<file path="src/design/aqsl_pkg.sv">
package aqsl_pkg;

  localparam int AGE_BITS = 20;
  localparam int TIMEOUT_BITS = 20;
  localparam int CMP_BITS = (AGE_BITS > TIMEOUT_BITS) ? AGE_BITS : TIMEOUT_BITS;
  localparam int PPM_BITS = 16;
  localparam int SEQ_BITS = 32;
  localparam int BLINK_BITS = 16;
  localparam int CFG_IDX_BITS = 3;
  localparam int CFG_DATA_BITS = 20;
  localparam int IN_DATA_BITS = 56;
  localparam int OUT_DATA_BITS = 8;

  typedef logic [2:0] colour_t;

  localparam colour_t COL_OFF    = 3'b000;
  localparam colour_t COL_BLUE   = 3'b001;
  localparam colour_t COL_GREEN  = 3'b010;
  localparam colour_t COL_RED    = 3'b100;
  localparam colour_t COL_YELLOW = 3'b110;

  localparam logic [CFG_IDX_BITS-1:0] REG_GREEN_LIMIT   = 3'd0;
  localparam logic [CFG_IDX_BITS-1:0] REG_YELLOW_LIMIT  = 3'd1;
  localparam logic [CFG_IDX_BITS-1:0] REG_OFFLINE_TIMEOUT = 3'd2;
  localparam logic [CFG_IDX_BITS-1:0] REG_BLINK_PERIOD  = 3'd3;
  localparam logic [CFG_IDX_BITS-1:0] REG_POLARITY      = 3'd4;

  localparam logic ACT_TICK   = 1'b0;
  localparam logic ACT_SAMPLE = 1'b1;

  typedef struct packed {
    logic booting;
    logic offline;
    logic changed;
    logic blue_level;
    logic green_level;
    logic red_level;
  } result_t;

endpackage

</file>
<file path="src/design/air_quality_status_led_top.sv">
// Air quality status LED.
// Input channel in_*: one word per event. in_tuser carries action (0: a millisecond
// tick, 1: a CO2 sample). in_tdata carries, from bit 0 up, sample_valid, co2_ppm
// (16 bits) and sample_seq (32 bits), padded with zeros to 56 bits.
// Output channel out_*: one result word per input word, carrying from bit 0 up
// red_level, green_level, blue_level, changed, offline and booting.
// The configuration port writes the colour thresholds, the offline timeout, the
// blink period and the pin polarity; the user must do this only while the block
// is idle, as the block does not enforce it. Each result is registered, into the
// skid buffer if the output is stalled. Throughput is one word per cycle while
// in_tready is high; the counter and compare updates of a word are combinational,
// so the state registers are ready for the next. A two-entry output buffer
// decouples the channels: in_tready depends only on the buffer fill, so a stalled
// receiver holds back the sender after two words. Reset restores the configuration
// defaults, empties the output buffer and returns the LED to booting, showing blue.
module air_quality_status_led_top import aqsl_pkg::*; (
  input  logic                     clk,
  input  logic                     rst_n,
  input  logic                     in_tvalid,
  output logic                     in_tready,
  // Fields from bit 0: sample_valid, co2_ppm, sample_seq, zero padding.
  input  logic [IN_DATA_BITS-1:0]  in_tdata,
  // Fields from bit 0: action.
  input  logic                     in_tuser,
  output logic                     out_tvalid,
  input  logic                     out_tready,
  // Fields from bit 0: red_level, green_level, blue_level, changed, offline, booting,
  // zero padding.
  output logic [OUT_DATA_BITS-1:0] out_tdata,
  input  logic                     cfg_we,
  input  logic [CFG_IDX_BITS-1:0]  cfg_index,
  input  logic [CFG_DATA_BITS-1:0] cfg_wdata
);

  logic [PPM_BITS-1:0]     green_limit_r;
  logic [PPM_BITS-1:0]     yellow_limit_r;
  logic [TIMEOUT_BITS-1:0] timeout_r;
  logic [BLINK_BITS-1:0]   period_r;
  logic                    led_on_high_r;

  logic                  boot_r, boot_nxt;
  logic [SEQ_BITS-1:0]   prev_seq_r, prev_seq_nxt;
  logic [AGE_BITS-1:0]   age_r, age_nxt;
  logic [BLINK_BITS-1:0] blink_r, blink_nxt;
  logic                  phase_r, phase_nxt;
  colour_t               goal_r, goal_nxt;
  colour_t               shown_r, shown_nxt;

  logic                  in_action, in_valid;
  logic [PPM_BITS-1:0]   in_ppm;
  logic [SEQ_BITS-1:0]   in_seq;
  logic                  accept, pop, take, offline, toggle;
  logic [AGE_BITS-1:0]   age_inc;
  logic [BLINK_BITS-1:0] blink_inc;
  colour_t               classed;
  result_t               res;

  logic    out_valid_r, skid_valid_r;
  result_t out_data_r, skid_data_r;

  assign in_action = in_tuser;
  assign in_valid  = in_tdata[0];
  assign in_ppm    = in_tdata[PPM_BITS:1];
  assign in_seq    = in_tdata[PPM_BITS+SEQ_BITS:PPM_BITS+1];

  assign in_tready  = !skid_valid_r;
  assign accept     = in_tvalid && in_tready;
  assign pop        = out_valid_r && out_tready;
  assign out_tvalid = out_valid_r;
  assign out_tdata  = {{(OUT_DATA_BITS-6){1'b0}}, out_data_r};

  always_comb begin
    if (in_ppm < green_limit_r) begin
      classed = COL_GREEN;
    end else if (in_ppm < yellow_limit_r) begin
      classed = COL_YELLOW;
    end else begin
      classed = COL_RED;
    end
  end

  always_comb begin
    age_inc   = (age_r != '1) ? age_r + 1'b1 : age_r;
    blink_inc = (blink_r != '1) ? blink_r + 1'b1 : blink_r;
    take = (in_action == ACT_SAMPLE) && in_valid && (in_ppm != '0) &&
           (boot_r || (in_seq != prev_seq_r));

    age_nxt      = age_r;
    blink_nxt    = blink_r;
    boot_nxt     = boot_r;
    prev_seq_nxt = prev_seq_r;
    goal_nxt     = goal_r;
    if (in_action == ACT_TICK) begin
      age_nxt   = age_inc;
      blink_nxt = blink_inc;
    end else if (take) begin
      boot_nxt     = 1'b0;
      prev_seq_nxt = in_seq;
      age_nxt      = '0;
      goal_nxt     = classed;
    end

    offline = !boot_nxt &&
              (CMP_BITS'(age_nxt) > CMP_BITS'(timeout_r));
    toggle  = offline && (blink_nxt >= period_r);
    phase_nxt = phase_r ^ toggle;
    if (toggle) begin
      blink_nxt = '0;
    end

    if (boot_nxt) begin
      shown_nxt = COL_BLUE;
    end else if (offline) begin
      if (toggle) begin
        shown_nxt = phase_nxt ? COL_BLUE : COL_OFF;
      end else begin
        shown_nxt = shown_r;
      end
    end else begin
      shown_nxt = goal_nxt;
    end

    res.red_level   = shown_nxt[2] ~^ led_on_high_r;
    res.green_level = shown_nxt[1] ~^ led_on_high_r;
    res.blue_level  = shown_nxt[0] ~^ led_on_high_r;
    res.changed     = (shown_nxt != shown_r);
    res.offline     = offline;
    res.booting     = boot_nxt;
  end

  always_ff @(posedge clk) begin
    if (!rst_n) begin
      green_limit_r  <= PPM_BITS'(800);
      yellow_limit_r <= PPM_BITS'(1200);
      timeout_r      <= TIMEOUT_BITS'(15000);
      period_r       <= BLINK_BITS'(800);
      led_on_high_r  <= 1'b1;
    end else if (cfg_we) begin
      case (cfg_index)
        REG_GREEN_LIMIT:     green_limit_r  <= cfg_wdata[PPM_BITS-1:0];
        REG_YELLOW_LIMIT:    yellow_limit_r <= cfg_wdata[PPM_BITS-1:0];
        REG_OFFLINE_TIMEOUT: timeout_r      <= cfg_wdata[TIMEOUT_BITS-1:0];
        REG_BLINK_PERIOD:    period_r       <= cfg_wdata[BLINK_BITS-1:0];
        REG_POLARITY:        led_on_high_r  <= cfg_wdata[0];
        default: ;
      endcase
    end
  end

  always_ff @(posedge clk) begin
    if (!rst_n) begin
      boot_r     <= 1'b1;
      prev_seq_r <= '0;
      age_r      <= '0;
      blink_r    <= '1;
      phase_r    <= 1'b0;
      goal_r     <= COL_BLUE;
      shown_r    <= COL_BLUE;
    end else if (accept) begin
      boot_r     <= boot_nxt;
      prev_seq_r <= prev_seq_nxt;
      age_r      <= age_nxt;
      blink_r    <= blink_nxt;
      phase_r    <= phase_nxt;
      goal_r     <= goal_nxt;
      shown_r    <= shown_nxt;
    end
  end

  always_ff @(posedge clk) begin
    if (!rst_n) begin
      out_valid_r  <= 1'b0;
      skid_valid_r <= 1'b0;
    end else if (!out_valid_r) begin
      if (accept) begin
        out_valid_r <= 1'b1;
        out_data_r  <= res;
      end
    end else if (pop) begin
      if (skid_valid_r) begin
        out_data_r   <= skid_data_r;
        skid_valid_r <= 1'b0;
      end else if (accept) begin
        out_data_r <= res;
      end else begin
        out_valid_r <= 1'b0;
      end
    end else if (accept) begin
      skid_valid_r <= 1'b1;
      skid_data_r  <= res;
    end
  end

endmodule

</file>
<file path="config.mk">
export PLATFORM = sky130hd
export DESIGN_NAME = air_quality_status_led_top
export DESIGN_NICKNAME = d
export VERILOG_FILES = /design/src/design/aqsl_pkg.sv /design/src/design/air_quality_status_led_top.sv
export SDC_FILE = /design/constraint.sdc
export NUM_CORES = 1
export LEC_CHECK = 0
export BUFFER_PORTS_ARGS = -buffer_cell sky130_fd_sc_hd__buf_2
export CELL_PAD_IN_SITES_DETAIL_PLACEMENT = 0
export CELL_PAD_IN_SITES_GLOBAL_PLACEMENT = 1
export CORE_UTILIZATION = 48
export DETAILED_ROUTE_END_ITERATION = 8
export GPL_ROUTABILITY_DRIVEN = 0
export GPL_TIMING_DRIVEN = 0
export PLACE_DENSITY = 0.86
export SETUP_SLACK_MARGIN = 0.15
export SLEW_MARGIN = 20
export SYNTH_ARGS = -nofsm -noshare
export SYNTH_HDL_FRONTEND = slang
export SYNTH_SLANG_ARGS = --single-unit
</file>
<file path="constraint.sdc">
create_clock -name clk -period 12.8 [get_ports clk]
set_clock_uncertainty 0.1 [all_clocks]
set_input_delay 0.64 -clock clk [delete_from_list [all_inputs] [get_ports clk]]
set_output_delay 0.64 -clock clk [all_outputs]
set_load 0.03 [all_outputs]
</file>
==> flow_summary.ini <==
[outcome]
outcome = finished, violations left
violations = design-rule violations

[yosys]
synthArstFlopShare_pct = 0
ys_seq_elements = 159
synth_edf_count = 12
ys_warn_count = 0
syn_inst = 1125
syn_area_um2 = 9020
yosys_most_used_dff = dfxtp_1
yosysSeqAreaShare_pct = 36.6
postSynthAreaPerCell_um2 = 8.02
ys_types = 81

[cells_and_area]
fin_cells = 1471
final_common_cell = nand2_1
design_area_um2 = 10300
drive_gt1_share_pct = 12.9
seqCellArea_um2 = 3300
multiInputGateArea_um2 = 5200
nFillCells = 1749
syn2layout_area_growth_pct = 14.6
nNetsFinal = 1382
layout_common_cells = nand2_1 (251), dfxtp_1 (147), a21oi_1 (135), buf_2 (89), inv_1 (74)
antennaDiodeCount = 0

[routing]
routed-via-count = 8197
antenna_left = 0
drc_errors = 5
wirelength_um = 25300
detail_route.wl_per_cell_um = 17.2
drt_first_iter_violations = 513
vias_per_cell = 5.57
drtPass1Iterations = 8

[placed_design]
placedCellCount = 1439
placed_cell_area_um2 = 9730
port_buffers = 84
post-place-ws_ns = 7.57
post-dp-hpwl_um = 19200

[sta]
slew_viol_final = 0
max_freq_mhz = 206
slew_headroom_pct = 38.1
fin_ws_ns = 7.93
worstMarginPinSlew_ns = 0.928
min_period_ns = 4.87
period_share_pct = 38.0
setup-tns-final_ns = 0
hold_violations = 0
rsz0062_at_grt = false
final-setup-viol-count = 0

[critical_path]
path_class = in -> reg
cp-start-kind = primary input
cp.arrival_ns = 5.04
path_common_cell = buf_2
critical_path_required_ns = 12.97
worstPathCellList = buf_2, nor4_1, a41o_1, a31o_2, buf_2, buf_4, o21ai_0, a21oi_1, ha_1, nand4_1, nor4_2, a21boi_1, a2111o_2, nand2_4, inv_4, a32oi_1, mux2_4, nor3_2
critPathMaxFanout = 10
max_stage_delay_ns = 0.48
critPathSlowestCell = nor4_1
worstSetupEndpointType = flop
regToRegSetupSlack_ns = 7.96

[clock_tree]
cts_buffer_depth = 2
clk_latency_ns = 0.44
numCtsBuffers = 17
clkSinkCount = 159
h-tree-depth = 4
cts_setup_buffers = 0
cts.clk_slew.worst_paths_ns = 0.07
cts_tree = done
cts_hold_buf = 0
ctsResizeCount = 0
clock_tree.root_cell = clkbuf_16

[floorplanning]
start_util_pct = 49.5
fp.dieH_um = 139
num_rows = 49
io_pins = 95
die_w_um = 139
die_area_um2 = 19300
coreArea_um2 = 18200

[job]
maxCapViolations = 0

[power]
combPwrFrac_pct = 15.7
max-vdd-ir-drop_uv = 104
pwr-share-clk_pct = 41.8
intPower_mw = 0.898
power_density_nw_per_um2 = 122
report.power.total_mw = 1.26
power_leakage_nw = 4.01
p_sw_share_pct = 28.9
p_sw_mw = 0.365
power_frac_seq_pct = 42.5

[grt]
grt_antenna_before_repair = 0
grt_pass1_wl_um = 40400
grtUsageTotal_pct = 26.9
first_global_vias = 7515
grt_max_degree = 17
grt_overflow = 0

[min_path]
hold_path.class = in -> reg
-- area by class of cell --
cell class,count,area share (%)
multi-input combinational,834,50.3
tap,229,2.77
sequential,159,32.0
clock buffer,18,4.36
clock inverter,14,1.49
buffer,57,2.28
inverter,76,2.81
timing repair buffer,84,4.07
-- sequential cells by signal, summed over array words and instances (netlist names) --
signal and cells:
boot_r 1, out_tdata 6, goal_r 3, period_r 16, yellow_limit_r 16, skid_valid_r 1
timeout_r 20, age_r 20, shown_r 3, out_tvalid 1, led_on_high_r 1, skid_data_r 6
green_limit_r 16, phase_r 1, prev_seq_r 32, blink_r 16
-- Yosys cell counts (4+ instances only) --
cell	n	area share, %
nand2b_1	5	0.35
nand3_1	35	1.9
xor2_1	18	1.7
nand2_1	251	10
nand2_2	4	0.28
edfxtp_1	12	4.0
inv_1	74	3.1
o311ai_1	4	0.39
dfxtp_1	147	33
o21a_1	7	0.58
buf_4	4	0.33
buf_1	4	0.17
nor2_1	42	1.7
buf_2	5	0.28
and3_1	7	0.49
clkbuf_1	44	1.8
xnor2_1	29	2.8
a31oi_1	8	0.55
nand4_1	16	1.1
ha_1	68	9.4
a221o_1	4	0.44
nor3_1	15	0.83
o21ai_0	29	1.6
a211oi_1	9	0.75
and2_1	4	0.28
o31ai_1	5	0.42
or3_1	6	0.42
and4_1	9	0.87
o211ai_1	21	1.7
o22ai_1	5	0.35
nor2b_1	4	0.28
a21oi_1	135	7.5
a21o_1	10	0.83
nor4_1	9	0.62
mux2i_1	10	1.1
-- path summary, 6_finish.rpt --
| kind | start | end | cells after the start |
|---|---|---|---|
| max | in_tdata[12] | out_tdata[1] | 18 |
| min | out_tready | skid_valid_r | 2 |
| max reg2reg | age_r[3] | out_tdata[1] | 16 |
| min reg2reg | period_r[7] | period_r[7] | 2 |
-- stage by stage --
step / util, % / hold WS, ns
global placement: 53.4 / 0.342
CTS: 56.8 / 0.299
detailed placement: 53.4 / 0.346
global route: 56.8 / 0.317
finish: 56.8 / 0.311
floorplan: - / 0.336
-- worst max-delay path: cells and delay by family --
kind            cells  cell delay (ns)
buf+inv             4             0.68
fa+ha+maj           1             0.32
compound gates      7             1.97
mux                 1             0.34
simple gates        5             1.07
-- layer usage --
metal / share of wire (%) / up-vias / GRT usage [%]
met2: 46 / 220 / 43.9
met1: 46 / 3792 / 35.9
met3: 6.2 / 31 / 4.97
met4: 1.6 / 0 / 9.01
met5: 0 / - / 0
li1: - / 4154 / -
-- cells by family after synthesis --
family / Yosys count / synth area share [%]
and+or+nand+nor: 422 / 21.5
muxes: 14 / 1.69
DFF: 159 / 36.6
AOI/OAI and AO/OA: 281 / 20.3
adders and majority gates: 68 / 9.43
other: 1 / 0.0416
xor gates and xnor gates: 47 / 4.56
buffers and inverters: 133 / 5.83
-- power by group through the flow --
stage | clock [mW] | sequential, mW | combinational, mW
after CTS | 0.533 | 0.537 | 0.198
after global placement | 0 | 0.547 | 0.193
after floorplan | 0 | 0.549 | 0.128
final | 0.528 | 0.537 | 0.198
after detailed placement | 0 | 0.548 | 0.196
after global routing | 0.552 | 0.540 | 0.222
Power figures use the tool's default switching activity.
